File: config.mk
export PLATFORM = sky130hd
export DESIGN_NAME = flight_mode_supervisor_core
export DESIGN_NICKNAME = d
export VERILOG_FILES = /design/src/rtl/core/fms_pkg.sv /design/src/rtl/core/flight_mode_supervisor_core.sv
export SDC_FILE = /design/constraint.sdc
export NUM_CORES = 1
export LEC_CHECK = 0
export BUFFER_PORTS_ARGS = -buffer_cell sky130_fd_sc_hd__buf_4
export CAP_MARGIN = 20
export CORE_ASPECT_RATIO = 1.4
export CORE_UTILIZATION = 40
export CTS_CLUSTER_SIZE = 24
export DETAILED_ROUTE_END_ITERATION = 10
export PLACE_DENSITY_LB_ADDON = 0.1
export SLEW_MARGIN = 20
export SYNTH_ARGS = -nofsm -noshare
export SYNTH_HDL_FRONTEND = slang
export SYNTH_SLANG_ARGS = --single-unit
File: constraint.sdc
create_clock -name clock -period 4.25 [get_ports clock]
set_clock_uncertainty 0.1 [all_clocks]
set_input_delay 0 -clock clock [delete_from_list [all_inputs] [get_ports clock]]
set_output_delay 0 -clock clock [all_outputs]
set_load 0.1 [all_outputs]
File: src/rtl/core/fms_pkg.sv
// Shared types, mode codes and submode tables of the flight-mode supervisor.
`default_nettype none

package fms_pkg;

   // Autopilot mode numbers that the control logic tests by name
   localparam logic [4:0] MODE_KILL          = 5'd0;
   localparam logic [4:0] MODE_FAILSAFE      = 5'd1;
   localparam logic [4:0] MODE_HOME          = 5'd2;
   localparam logic [4:0] MODE_RATE_DIRECT   = 5'd3;
   localparam logic [4:0] MODE_RATE_RC_CLIMB = 5'd5;
   localparam logic [4:0] MODE_RATE_Z_HOLD   = 5'd8;
   localparam logic [4:0] MODE_NAV           = 5'd13;
   localparam logic [4:0] MODE_GUIDED        = 5'd17;
   localparam logic [4:0] NUM_MODES          = 5'd18;

   // Radio link status codes
   localparam logic [1:0] RC_OK        = 2'd0;
   localparam logic [1:0] RC_LINK_DOWN = 2'd2;

   // Command source selected by the periodic event
   localparam logic [1:0] CMD_NONE      = 2'd0;
   localparam logic [1:0] CMD_FS_FIXED  = 2'd1;
   localparam logic [1:0] CMD_FS_LOOP   = 2'd2;
   localparam logic [1:0] CMD_NORMAL    = 2'd3;

   // Configuration register indexes
   localparam logic [2:0] CSR_MANUAL_MODE       = 3'd0;
   localparam logic [2:0] CSR_FAR_FAILSAFE_MODE = 3'd1;
   localparam logic [2:0] CSR_RC_LOST_MODE      = 3'd2;
   localparam logic [2:0] CSR_UNLOCKED_HOME     = 3'd3;
   localparam logic [2:0] CSR_RATE_AVAILABLE    = 3'd4;
   localparam logic [2:0] CSR_KILL_AS_FAILSAFE  = 3'd5;
   localparam logic [2:0] CSR_FS_ON_BATTERY     = 3'd6;
   localparam logic [2:0] CSR_GPS_CHECKS_ON     = 3'd7;

   typedef enum logic [1:0] {
      EV_RC_FRAME  = 2'd0,
      EV_PERIODIC  = 2'd1,
      EV_FS_CHECKS = 2'd2,
      EV_SETTINGS  = 2'd3
   } event_type;

   // Mode state plus the flags gathered while one event is worked through
   typedef struct packed {
      logic [4:0] mode;
      logic [1:0] horiz;
      logic [2:0] vert;
      logic [1:0] stab;
      logic [1:0] sub;
      logic       changed;
      logic       clear;
      logic       stop;
      logic       descent;
      logic       airborne;
      logic       motors;
   } sup_type;

   function automatic logic [1:0] mode_horiz(input logic [4:0] m);
      case (m)
         5'd2, 5'd13:        mode_horiz = 2'd2;
         5'd10, 5'd11, 5'd12: mode_horiz = 2'd1;
         5'd17:              mode_horiz = 2'd3;
         default:            mode_horiz = 2'd0;
      endcase
   endfunction

   function automatic logic [2:0] mode_vert(input logic [4:0] m);
      case (m)
         5'd3, 5'd4, 5'd10, 5'd14, 5'd15, 5'd16: mode_vert = 3'd1;
         5'd5, 5'd6:                             mode_vert = 3'd2;
         5'd1, 5'd7, 5'd11:                      mode_vert = 3'd3;
         5'd8, 5'd9, 5'd12:                      mode_vert = 3'd4;
         5'd2, 5'd13:                            mode_vert = 3'd5;
         5'd17:                                  mode_vert = 3'd6;
         default:                                mode_vert = 3'd0;
      endcase
   endfunction

   function automatic logic [1:0] mode_stab(input logic [4:0] m);
      case (m)
         5'd14:             mode_stab = 2'd1;
         5'd3, 5'd5, 5'd8:  mode_stab = 2'd2;
         5'd1, 5'd2, 5'd4, 5'd6, 5'd7, 5'd9, 5'd10, 5'd11, 5'd12, 5'd13,
         5'd15, 5'd16, 5'd17: mode_stab = 2'd3;
         default:           mode_stab = 2'd0;
      endcase
   endfunction

   function automatic logic [1:0] mode_sub(input logic [4:0] m);
      case (m)
         5'd15:   mode_sub = 2'd2;
         5'd16:   mode_sub = 2'd1;
         default: mode_sub = 2'd0;
      endcase
   endfunction

   // Apply one mode change request to the running state
   function automatic sup_type go_mode(input sup_type s, input logic [4:0] m,
                                       input logic rate_av, input logic kaf);
      sup_type r;
      logic    rate_block;
      r = s;
      rate_block = (m inside {MODE_RATE_DIRECT, MODE_RATE_RC_CLIMB, MODE_RATE_Z_HOLD})
                   && !rate_av;
      if (m != s.mode && !(m < NUM_MODES && rate_block)) begin
         if (m < NUM_MODES) begin
            if (m == MODE_KILL || (m == MODE_FAILSAFE && kaf)) begin
               r.horiz    = 2'd0;
               r.vert     = 3'd0;
               r.stab     = 2'd0;
               r.sub      = 2'd0;
               r.clear    = 1'b1;
               r.stop     = 1'b1;
               r.airborne = 1'b0;
               r.motors   = 1'b0;
            end else begin
               r.horiz = mode_horiz(m);
               r.vert  = mode_vert(m);
               r.stab  = mode_stab(m);
               r.sub   = mode_sub(m);
               if (m == MODE_FAILSAFE) begin
                  r.descent = 1'b1;
               end
            end
         end
         r.mode    = m;
         r.changed = 1'b1;
      end
      return r;
   endfunction

endpackage

`default_nettype wire

File: src/rtl/core/flight_mode_supervisor_core.sv
// Top level of the rotorcraft flight-mode supervisor: event stream in, mode result out.
`default_nettype none

// A request beat passes the input register, then the result register, and
// leaves as its response beat; the mode logic sits between them.
// Throughput: one beat per cycle while rsp_tready holds; the mode state is updated
// as each beat moves into the result register, so the next beat already sees it.
// Reset (synchronous, active high): mode KILL, all submodes zero, registers at
// their defaults, both stages empty.
module flight_mode_supervisor_core (
   input  wire logic        clock,
   input  wire logic        reset,
   // request stream
   input  wire logic        req_tvalid,
   output logic             req_tready,
   input  wire logic [1:0]  req_tuser,   // func
   // requested_mode[4:0], kill_switch[5], rc_status[7:6], gps_lost[8],
   // airborne[9], motors_live[10], far_from_home[11], nav_exception[12],
   // beyond_failsafe_distance[13], battery_low[14], zero[15]
   input  wire logic [15:0] req_tdata,
   // response stream
   output logic             rsp_tvalid,
   input  wire logic        rsp_tready,
   // mode[4:0], horizontal_mode[6:5], vertical_mode[9:7], stab_mode[11:10],
   // stab_submode[13:12], mode_changed[14], clear_airborne[15], stop_motors[16],
   // failsafe_descent[17], command_source[19:18], rc_commands[20],
   // run_home_nav[21], zero[23:22]
   output logic [23:0]      rsp_tdata,
   // configuration writes
   input  wire logic        csr_we,
   input  wire logic [2:0]  csr_index,
   input  wire logic [4:0]  csr_wdata
);

   // Configuration registers
   logic [4:0] manual_mode_ff;
   logic [4:0] far_fs_mode_ff;
   logic [4:0] rc_lost_mode_ff;
   logic       unlocked_home_ff;
   logic       rate_avail_ff;
   logic       kill_as_fs_ff;
   logic       fs_on_bat_ff;
   logic       gps_checks_ff;

   // Mode state
   logic [4:0] mode_ff;
   logic [1:0] horiz_ff;
   logic [2:0] vert_ff;
   logic [1:0] stab_ff;
   logic [1:0] sub_ff;

   // Input stage
   logic        s1_valid_ff;
   logic [1:0]  s1_tuser_ff;
   logic [15:0] s1_tdata_ff;

   // Result stage
   logic        rsp_valid_ff;
   logic [23:0] rsp_tdata_ff;
   logic [23:0] rsp_tdata_in;

   logic        advance;

   // Fields of the beat held in the input stage
   fms_pkg::event_type ev_kind;
   logic [4:0] f_req_mode;
   logic       f_kill_sw;
   logic [1:0] f_rc_status;
   logic       f_gps_lost;
   logic       f_airborne;
   logic       f_motors_live;
   logic       f_too_far;
   logic       f_nav_exc;
   logic       f_beyond;
   logic       f_bat_crit;

   fms_pkg::sup_type sup_out;
   logic [1:0]       cmd_src;
   logic             rc_cmd;
   logic             home_nav;

   assign ev_kind       = fms_pkg::event_type'(s1_tuser_ff);
   assign f_req_mode    = s1_tdata_ff[4:0];
   assign f_kill_sw     = s1_tdata_ff[5];
   assign f_rc_status   = s1_tdata_ff[7:6];
   assign f_gps_lost    = s1_tdata_ff[8];
   assign f_airborne    = s1_tdata_ff[9];
   assign f_motors_live = s1_tdata_ff[10];
   assign f_too_far     = s1_tdata_ff[11];
   assign f_nav_exc     = s1_tdata_ff[12];
   assign f_beyond      = s1_tdata_ff[13];
   assign f_bat_crit    = s1_tdata_ff[14];

   // Move the held beat on whenever the result register is free or being drained
   assign advance    = s1_valid_ff && (!rsp_valid_ff || rsp_tready);
   assign req_tready = !s1_valid_ff || advance;
   assign rsp_tvalid = rsp_valid_ff;
   assign rsp_tdata  = rsp_tdata_ff;

   // Configuration port: plain register writes, unknown indexes cannot occur
   always_ff @(posedge clock) begin
      if (reset) begin
         manual_mode_ff   <= 5'd3;
         far_fs_mode_ff   <= 5'd1;
         rc_lost_mode_ff  <= 5'd1;
         unlocked_home_ff <= 1'b0;
         rate_avail_ff    <= 1'b0;
         kill_as_fs_ff    <= 1'b0;
         fs_on_bat_ff     <= 1'b0;
         gps_checks_ff    <= 1'b1;
      end else if (csr_we) begin
         case (csr_index)
            fms_pkg::CSR_MANUAL_MODE:       manual_mode_ff   <= csr_wdata;
            fms_pkg::CSR_FAR_FAILSAFE_MODE: far_fs_mode_ff   <= csr_wdata;
            fms_pkg::CSR_RC_LOST_MODE:      rc_lost_mode_ff  <= csr_wdata;
            fms_pkg::CSR_UNLOCKED_HOME:     unlocked_home_ff <= csr_wdata[0];
            fms_pkg::CSR_RATE_AVAILABLE:    rate_avail_ff    <= csr_wdata[0];
            fms_pkg::CSR_KILL_AS_FAILSAFE:  kill_as_fs_ff    <= csr_wdata[0];
            fms_pkg::CSR_FS_ON_BATTERY:     fs_on_bat_ff     <= csr_wdata[0];
            fms_pkg::CSR_GPS_CHECKS_ON:     gps_checks_ff    <= csr_wdata[0];
            default: ;
         endcase
      end
   end

   // Event logic: work the held beat against the current mode state.
   // Several mode changes in one event chain through go_mode in order,
   // so a kill entered early clears the in-flight and motor flags seen later.
   always_comb begin
      fms_pkg::sup_type st;
      st.mode      = mode_ff;
      st.horiz     = horiz_ff;
      st.vert      = vert_ff;
      st.stab      = stab_ff;
      st.sub       = sub_ff;
      st.changed   = 1'b0;
      st.clear     = 1'b0;
      st.stop      = 1'b0;
      st.descent   = 1'b0;
      st.airborne  = f_airborne;
      st.motors    = f_motors_live;
      cmd_src      = fms_pkg::CMD_NONE;
      rc_cmd       = 1'b0;
      home_nav     = 1'b0;

      case (ev_kind)
         fms_pkg::EV_RC_FRAME: begin
            if (f_kill_sw) begin
               st = fms_pkg::go_mode(st, fms_pkg::MODE_KILL, rate_avail_ff, kill_as_fs_ff);
            end else if (!(f_req_mode == fms_pkg::MODE_NAV && f_gps_lost)) begin
               // HOME and FAILSAFE are locked unless the manual mode is asked for or home is unlocked and not too far
               if (f_req_mode == manual_mode_ff ||
                   (st.mode != fms_pkg::MODE_HOME && st.mode != fms_pkg::MODE_FAILSAFE) ||
                   (unlocked_home_ff && !f_too_far)) begin
                  st = fms_pkg::go_mode(st, f_req_mode, rate_avail_ff, kill_as_fs_ff);
               end
            end
            rc_cmd = st.mode != fms_pkg::MODE_FAILSAFE && st.mode != fms_pkg::MODE_HOME &&
                     st.mode != fms_pkg::MODE_NAV;
         end
         fms_pkg::EV_PERIODIC: begin
            // Escalate navigation trouble: home, or the far failsafe mode
            if (st.airborne && st.mode == fms_pkg::MODE_NAV && (f_too_far || f_nav_exc)) begin
               st = fms_pkg::go_mode(st, f_beyond ? far_fs_mode_ff : fms_pkg::MODE_HOME,
                                     rate_avail_ff, kill_as_fs_ff);
            end
            home_nav = st.mode == fms_pkg::MODE_HOME;
            // Failsafe on the ground drops to kill
            if (st.mode == fms_pkg::MODE_FAILSAFE && !st.airborne) begin
               st = fms_pkg::go_mode(st, fms_pkg::MODE_KILL, rate_avail_ff, kill_as_fs_ff);
            end
            if (st.mode == fms_pkg::MODE_FAILSAFE && !kill_as_fs_ff) begin
               cmd_src = fms_pkg::CMD_FS_LOOP;
            end else if (st.mode == fms_pkg::MODE_FAILSAFE || st.mode == fms_pkg::MODE_KILL) begin
               cmd_src = fms_pkg::CMD_FS_FIXED;
            end else begin
               cmd_src = fms_pkg::CMD_NORMAL;
            end
         end
         fms_pkg::EV_FS_CHECKS: begin
            // Radio really lost while in a manual mode
            if (f_rc_status == fms_pkg::RC_LINK_DOWN && st.mode != fms_pkg::MODE_KILL &&
                st.mode != fms_pkg::MODE_HOME && st.mode != fms_pkg::MODE_FAILSAFE &&
                st.mode != fms_pkg::MODE_NAV && st.mode != fms_pkg::MODE_GUIDED) begin
               st = fms_pkg::go_mode(st, rc_lost_mode_ff, rate_avail_ff, kill_as_fs_ff);
            end
            if (fs_on_bat_ff && st.mode != fms_pkg::MODE_KILL && f_bat_crit) begin
               st = fms_pkg::go_mode(st, fms_pkg::MODE_FAILSAFE, rate_avail_ff, kill_as_fs_ff);
            end
            if (gps_checks_ff) begin
               if (st.mode == fms_pkg::MODE_NAV && st.motors && f_gps_lost) begin
                  st = fms_pkg::go_mode(st, fms_pkg::MODE_FAILSAFE, rate_avail_ff,
                                        kill_as_fs_ff);
               end
               if (st.mode == fms_pkg::MODE_HOME && st.motors && f_gps_lost) begin
                  st = fms_pkg::go_mode(st, fms_pkg::MODE_FAILSAFE, rate_avail_ff,
                                        kill_as_fs_ff);
               end
            end
         end
         fms_pkg::EV_SETTINGS: begin
            // Navigation modes from settings only while the radio is not OK
            if (f_req_mode == fms_pkg::MODE_KILL || f_req_mode == fms_pkg::MODE_FAILSAFE ||
                f_req_mode == fms_pkg::MODE_HOME) begin
               st = fms_pkg::go_mode(st, f_req_mode, rate_avail_ff, kill_as_fs_ff);
            end else if (f_rc_status != fms_pkg::RC_OK &&
                         (f_req_mode == fms_pkg::MODE_NAV ||
                          f_req_mode == fms_pkg::MODE_GUIDED)) begin
               st = fms_pkg::go_mode(st, f_req_mode, rate_avail_ff, kill_as_fs_ff);
            end
         end
         default: ;
      endcase
      sup_out = st;
   end

   assign rsp_tdata_in = {2'b00, home_nav, rc_cmd, cmd_src, sup_out.descent, sup_out.stop,
                          sup_out.clear, sup_out.changed, sup_out.sub, sup_out.stab,
                          sup_out.vert, sup_out.horiz, sup_out.mode};

   // Input stage: take a beat whenever the stage is empty or moving on
   always_ff @(posedge clock) begin
      if (reset) begin
         s1_valid_ff <= 1'b0;
      end else if (req_tready) begin
         s1_valid_ff <= req_tvalid;
      end
   end

   always_ff @(posedge clock) begin
      if (req_tready && req_tvalid) begin
         s1_tuser_ff <= req_tuser;
         s1_tdata_ff <= req_tdata;
      end
   end

   // Mode state: commit as the beat moves into the result register
   always_ff @(posedge clock) begin
      if (reset) begin
         mode_ff  <= fms_pkg::MODE_KILL;
         horiz_ff <= 2'd0;
         vert_ff  <= 3'd0;
         stab_ff  <= 2'd0;
         sub_ff   <= 2'd0;
      end else if (advance) begin
         mode_ff  <= sup_out.mode;
         horiz_ff <= sup_out.horiz;
         vert_ff  <= sup_out.vert;
         stab_ff  <= sup_out.stab;
         sub_ff   <= sup_out.sub;
      end
   end

   // Result register: hold until taken
   always_ff @(posedge clock) begin
      if (reset) begin
         rsp_valid_ff <= 1'b0;
      end else if (advance) begin
         rsp_valid_ff <= 1'b1;
      end else if (rsp_tready) begin
         rsp_valid_ff <= 1'b0;
      end
   end

   always_ff @(posedge clock) begin
      if (advance) begin
         rsp_tdata_ff <= rsp_tdata_in;
      end
   end

   // A kill-type entry always raises both kill flags and counts as a change
   a_kill_flags : assert property (@(posedge clock) disable iff (reset)
      (rsp_valid_ff && rsp_tdata_ff[15]) |-> (rsp_tdata_ff[16] && rsp_tdata_ff[14]))
      else $error("clear flag without stop_motors or mode_changed");

   // KILL always comes with all submodes cleared
   a_kill_submodes : assert property (@(posedge clock) disable iff (reset)
      (rsp_valid_ff && rsp_tdata_ff[4:0] == fms_pkg::MODE_KILL) |->
      (rsp_tdata_ff[13:5] == 9'd0))
      else $error("KILL reported with non-zero submodes");

   // The mode register moves only when a beat advances
   a_mode_hold : assert property (@(posedge clock) disable iff (reset)
      (!advance) |=> $stable(mode_ff))
      else $error("mode state changed without an advancing beat");

endmodule

`default_nettype wire
==> results of run 1 <==
==> cells by family (layout without fill, tap and decap cells) <==
family	Yosys count	in the layout	share of synthesized area [%]
xor+xnor	21	21	2.97
simple gates	279	279	22.8
flops	84	84	33.3
mux	43	43	7.07
other cells	1	2	0.0605
compound gates	227	227	25.2
buf+inv	88	145	6.14
fa+ha+maj	12	12	2.42
==> layer usage <==
layer	vias to the layer above	track usage, %	part of all wire, %
li1	2911	-	-
met3	63	4.19	6.0
met2	300	47.0	49
met1	2915	32.4	40
met5	-	0	0
met4	0	15.0	5.0
==> area by class of cell <==
type | count | area [um^2]
Multi-Input combinational cell | 584 | 3750
Clock buffer | 10 | 229
Fill cell | 1430 | 7750
Inverter | 31 | 116
Timing Repair Buffer | 98 | 816
Sequential cell | 84 | 2060
Tap cell | 192 | 240
Clock inverter | 6 | 87.6
==> stage by stage <==
step           cells  hold WS, ns  setup slack [ns]
6_report        1005      -0.0112             0.481
3_5_place_dp     957       0.0793             0.587
2_1_floorplan    756     -0.00113             0.435
3_3_place_gp     957       0.0780             0.647
5_1_grt         1005     0.000602             0.309
4_1_cts         1005    0.0000336             0.574
==> worst min-delay path by stage <==
stage                  startpoint                              end  slack, ns  cells past startpoint
detailed placement  req_tdata[12]        s1_tdata_ff[12]$_DFFE_PP_       0.08                      1
global placement    req_tdata[11]        s1_tdata_ff[11]$_DFFE_PP_       0.08                      1
finish                      reset  rc_lost_mode_ff[1]$_SDFFE_PP0P_      -0.01                      2
CTS                         reset       rate_avail_ff$_SDFFE_PP0P_    0.00003                      2
floorplan            req_tuser[0]             ev_kind[0]$_DFFE_PP_     -0.001                      0
global route                reset        fs_on_bat_ff$_SDFFE_PP0P_     0.0006                      2
==> where the power goes <==
part / leakage, nW / internal, mW / total [mW] / switching [mW]
sequential: 0.743 / 0.892 / 0.947 / 0.0553
clock: 0.147 / 0.515 / 0.853 / 0.338
combinational: 1.79 / 0.185 / 0.535 / 0.351
total: 2.68 / 1.59 / 2.34 / 0.744
==> cells in the final DEF (no fill, tap or decap), drive strengths merged, types with 6 or more instances in the layout <==
master       netlist  layout
nor2              85      85
buf               31      66
nand2             62      62
a21oi             54      54
dfxtp             46      46
o21ai             42      42
edfxtp            38      38
mux2i             37      37
dlygate4sd3        0      32
inv               28      29
nand3             26      26
nor3              19      19
xor2              14      14
nor2b             14      14
a31oi             13      13
ha                12      12
o31ai             11      11
o21a              11      11
o32ai             10      10
clkbuf            26      10
nand2b             9       9
and2               9       9
o211ai             9       9
nand4              8       8
a211o              8       8
xnor2              7       7
o22ai              7       7
o221ai             7       7
nor3b              7       7
a22oi              6       6
mux2               6       6
==> worst reg2reg max path: cells and delay by family (launching register included) <==
kind	cells	cell delay, ns
AOI/OAI and AO/OA	5	1.73
adders and majority gates	1	0.34
DFF	1	0.44
and+or+nand+nor	3	0.70
buffers and inverters	2	0.24
==> repair_timing <==
| item | in CTS | in global routing |
|---|---|---|
| hold endpoints to repair | 36 | 0 |
| resized for setup | 0 | 0 |
| hold buffers | 32 | 0 |
==> results by group, run 1 <==
Timing
  – Slew Viols, Final: 0
  – Post-layout minimum cycle time: 3.77 ns
  – RSZ-0062 raised after global routing: no
  – Worst-margin pin slew: 0.983 ns
  – Final setup viols: 0
  – Hold Slack: -0.0112 ns
  – Fmax: 0.265 GHz
  – Fin Setup TNS: 0 ns
  – Final Hold Vio Count: 8
  – Period utilization: 88.7%
  – Rel. slew slack: 34.4%

Die
  – Die span in x: 107 um
  – Initial Util: 41.1%
  – Area of the die: 0.0160 mm^2
  – CORE AREA: 0.0151 mm^2
  – Rows: 53
  – Die Y: 149 um
  – Top Ports: 57

Global routing
  – Initial antenna violation count: 0
  – Largest net degree at the start of global routing: 40
  – Grt ovf: 0
  – Gr usage total: 27.4%
  – Global-route wire length before repair: 33.1 mm
  – Vias in the first global route: 5,885

Run
  – Max_cap viols: 0

Detailed routing
  – First-pass DRT Iterations: 6
  – DRT antenna net count: 0
  – Vias: 6,189
  – Via density: 6.16
  – Wirelength, routed: 21.4 mm
  – DR iter-0 viols: 397
  – WL per Instance: 21.3 um
  – DR DRC count: 0

Logic synthesis
  – Yosys top cell area share: 18.4%
  – Post-Syn Area per Cell: 8.20 um^2
  – Synth cell types: 85
  – Synth area leader: edfxtp_1
  – Cells after Synth: 755
  – Top cells by count, synth: 84 x nor2_1, 62 x nand2_1, 53 x a21oi_1
  – Post-Syn Area: 0.00619 mm^2
  – Sequential element share of the synthesized area: 33.3%
  – Seq cells post-synth: 84
  – Synth warn: 0
  – Most frequent cell after synthesis: nor2_1
  – Async set-reset flop share out of synthesis: 0%
  – Post-synth EDFFs: 38
  – Leading post-synthesis cells by cell area: edfxtp_1 18%, dfxtp_1 15%, mux2i_1 6.0%
  – Ys flop type: dfxtp_1

Finish
  – Antenna fix cells: 0
  – Post-layout util: 48.5%
  – Final nets: 851
  – Layout area overhead: 18.0%
  – Fraction of layout cells with a size suffix above 1: 12.5%
  – Design Area, Final: 0.00731 mm^2

Worst setup path
  – Critical path class: reg2reg
  – Worst path depth: 11
  – Crit-path slowest cell: o31ai_1
  – CP Cell Sequence: inv_1, nand2_1, inv_1, ha_1, and4b_1, o41a_1, nor2_4, o21ai_1, o31ai_1, o221ai_1, o21a_1
  – WP buf/inv: 2
  – Worst path max stage delay: 0.49 ns
  – Required time of the worst setup path: 4.26 ns
  – Reg-to-Reg End: rsp_tdata[7]$_DFFE_PP_
  – Setup crit start kind: flop
  – CP max FO: 10
  – Flop2flop setup slack: 0.48 ns
  – Worst R2R Start: far_fs_mode_ff[1]$_SDFFE_PP0P_
  – Worst setup EP type: flop
  – CP Launch Point: far_fs_mode_ff[1]$_SDFFE_PP0P_
  – FF-to-FF path depth: 11
  – Arrival @ worst endpoint: 3.78 ns
  – Top cell family by delay on the critical path: compound AO/OA/AOI/OAI gates
  – CP endpoint: rsp_tdata[7]$_DFFE_PP_
  – CP most frequent cell: inv_1

Status
  – Failing checks: negative hold slack
  – Status: complete, but fails checks

Pwr
  – Leakage power: 2.68 nW
  – Pwr Density: 320 mW/mm^2
  – Power, Total: 2.34 mW
  – Max IR drop VDD: 161 uV

Worst hold path
  – Worst hold path type: in2reg

CTS
  – Clock latency on the worst-skew pair: 0.35 ns
  – Clock transition at path regs: 0.07 ns
  – Root buffer cell: clkbuf_16
  – CTS Buf Count: 9
  – Clock Tree Buf Depth: 2
  – Clock tree sinks: 84
  – CTS tree: built
  – CTS H-tree depth: 3
  – Post-CTS Setup Bufs: 0

Place
  – Post-DP Area: 0.00667 mm^2
  – GPL Wtd Cong: 0.942
  – Detail Placement HPWL: 15.8 mm
  – Buffers on Ports: 53
(Power assumes the default switching activity.)
==> inputs of run 2 (changes only) <==
--- a/config.mk
+++ b/config.mk
@@ -5,12 +5,12 @@
 export SDC_FILE = /design/constraint.sdc
 export NUM_CORES = 1
 export LEC_CHECK = 0
-export BUFFER_PORTS_ARGS = -buffer_cell sky130_fd_sc_hd__buf_4
 export CAP_MARGIN = 20
 export CORE_ASPECT_RATIO = 1.4
 export CORE_UTILIZATION = 40
 export CTS_CLUSTER_SIZE = 24
 export DETAILED_ROUTE_END_ITERATION = 10
+export DONT_BUFFER_PORTS = 1
 export PLACE_DENSITY_LB_ADDON = 0.1
 export SLEW_MARGIN = 20
 export SYNTH_ARGS = -nofsm -noshare
==> results by group, run 2 (synthesized netlist as in run 1, its figures left out) <==
Status
  – Status: complete, no violations

CTS
  – Clock latency on the worst-skew pair: 0.35 ns
  – CTS Buf Count: 9
  – Clock tree sinks: 84
  – Clock Tree Buf Depth: 2
  – Post-CTS Setup Bufs: 0
  – CTS H-tree depth: 3
  – CTS tree: built
  – Root buffer cell: clkbuf_16
  – Clock transition at path regs: 0.07 ns

Finish
  – Sequential cell area: 0.00206 mm^2
  – Layout area overhead: 13.1%
  – Post-layout util: 46.5%
  – Multi-input gate area: 0.00376 mm^2
  – Leading cell types in the layout, fill and taps excluded: 84 x nor2_1, 62 x nand2_1, 53 x a21oi_1
  – Fraction of layout cells with a size suffix above 1: 7.30%
  – Most common cell after layout, fill and taps aside: nor2_1
  – Layout Cells excl Fill: 959
  – Final nets: 805
  – Fill cells: 1,460
  – Antenna fix cells: 0

Worst setup path
  – Arrival @ worst endpoint: 4.20 ns
  – Worst setup EP type: flop
  – Critical path class: reg2reg
  – Required time of the worst setup path: 4.39 ns
  – Setup crit start kind: flop
  – CP max FO: 7

Place
  – DP Cell Count: 907
  – GPL Wtd Cong: 0.991
  – Detail Placement HPWL: 15.5 mm
  – Buffers on Ports: 0

Pwr
  – Combinational Power Share: 18.5%
  – Sw frac: 32.5%
  – Leakage power: 2.47 nW
  – Pwr Density: 328 mW/mm^2
  – Reg power frac: 44.8%
  – Internal power: 1.55 mW
  – Max IR drop VDD: 217 uV
  – Power, Total: 2.30 mW
  – Clk pwr share: 36.8%
  – NetSw: 0.747 mW

Global routing
  – Gr usage total: 26.8%
  – Initial antenna violation count: 0
  – Vias in the first global route: 5,664
  – Largest net degree at the start of global routing: 39
  – Global-route wire length before repair: 32.4 mm
  – Grt ovf: 0

Timing
  – Fmax: 0.246 GHz
  – Final Hold Vio Count: 0
  – Post-layout minimum cycle time: 4.06 ns
  – Period utilization: 95.5%
  – Final setup viols: 0
  – RSZ-0062 raised after global routing: no
  – Worst-margin pin slew: 1.04 ns
  – Rel. slew slack: 31.1%
  – Fin Setup TNS: 0 ns
  – Slew Viols, Final: 0

Detailed routing
  – First-pass DRT Iterations: 6
  – DR iter-0 viols: 489
  – Vias: 6,018
  – Via density: 6.28
  – DR DRC count: 0
  – WL per Instance: 21.7 um
  – DRT antenna net count: 0
  – Wirelength, routed: 20.9 mm

Die
  – Die Y: 149 um
  – Initial Util: 41.1%
  – Rows: 53
  – Die span in x: 107 um
  – CORE AREA: 0.0151 mm^2
  – Area of the die: 0.0160 mm^2
  – Top Ports: 57

Worst hold path
  – Worst hold path type: in2reg

Run
  – Max_cap viols: 0
## run 2: worst paths after layout
check	start	endpoint	slack, ns	depth (start not counted)
worst min-delay path	csr_index[0]	far_fs_mode_ff[4]$_SDFFE_PP0P_	0.03	3
worst max register to register	far_fs_mode_ff[1]$_SDFFE_PP0P_	vert_ff[1]$_SDFFE_PP0P_	0.19	13
worst max-delay path	far_fs_mode_ff[1]$_SDFFE_PP0P_	vert_ff[1]$_SDFFE_PP0P_	0.19	13
worst min register to register	fs_on_bat_ff$_SDFFE_PP0P_	fs_on_bat_ff$_SDFFE_PP0P_	0.40	2
## run 2: area by class of cell
class | instances | share of cell area, %
Multi-Input combinational cell | 584 | 53.6
Clock buffer | 10 | 3.57
Inverter | 31 | 1.66
Sequential cell | 84 | 29.4
Timing Repair Buffer | 52 | 7.29
Tap cell | 192 | 3.43
Clock inverter | 6 | 0.965
## run 2: what timing repair did
action,CTS,global route
resized for setup,0,1
hold buffers,36,0
setup endpoints to repair,0,1
hold endpoints to repair,61,0
## run 2: power by group through the flow
stage / clock network, mW / logic [mW] / registers, mW
after CTS: 0.859 / 0.417 / 1.03
after global routing: 0.886 / 0.460 / 1.03
after floorplan: 0 / 0.310 / 1.01
final: 0.845 / 0.424 / 1.03
after detailed placement: 0 / 0.378 / 1.05
after global placement: 0 / 0.373 / 1.04
## run 2: routing by layer
metal,GRT usage [%],part of all wire [%],vias to the layer above
met2,45.5,49,265
met3,3.41,6.0,64
met1,33.4,41,2879
met5,0,0,-
met4,12.9,4.5,0
li1,-,-,2810
## run 2: metrics by stage
step | worst slack, ns | hold WS (ns) | area [um^2]
global route | 0.0131 | 0.0455 | 7000
detailed placement | 0.676 | -0.0193 | 6310
finish | 0.193 | 0.0291 | 7000
global placement | 0.694 | -0.0219 | 6310
CTS | 0.261 | 0.0198 | 7000
floorplan | 0.435 | -0.00113 | 6200
## run 2: worst max-delay path, stage by stage, from the launching register on
cell           delay [ns]
dfxtp_1              0.46
inv_1                0.10
nand2_1              0.19
inv_1                0.14
ha_1                 0.32
and4b_1              0.24
o41a_1               0.50
o31a_1               0.37
o21a_1               0.27
nor4bb_1             0.21
a211o_1              0.28
o21bai_1             0.13
a21oi_1              0.08
dlygate4sd3_1        0.56
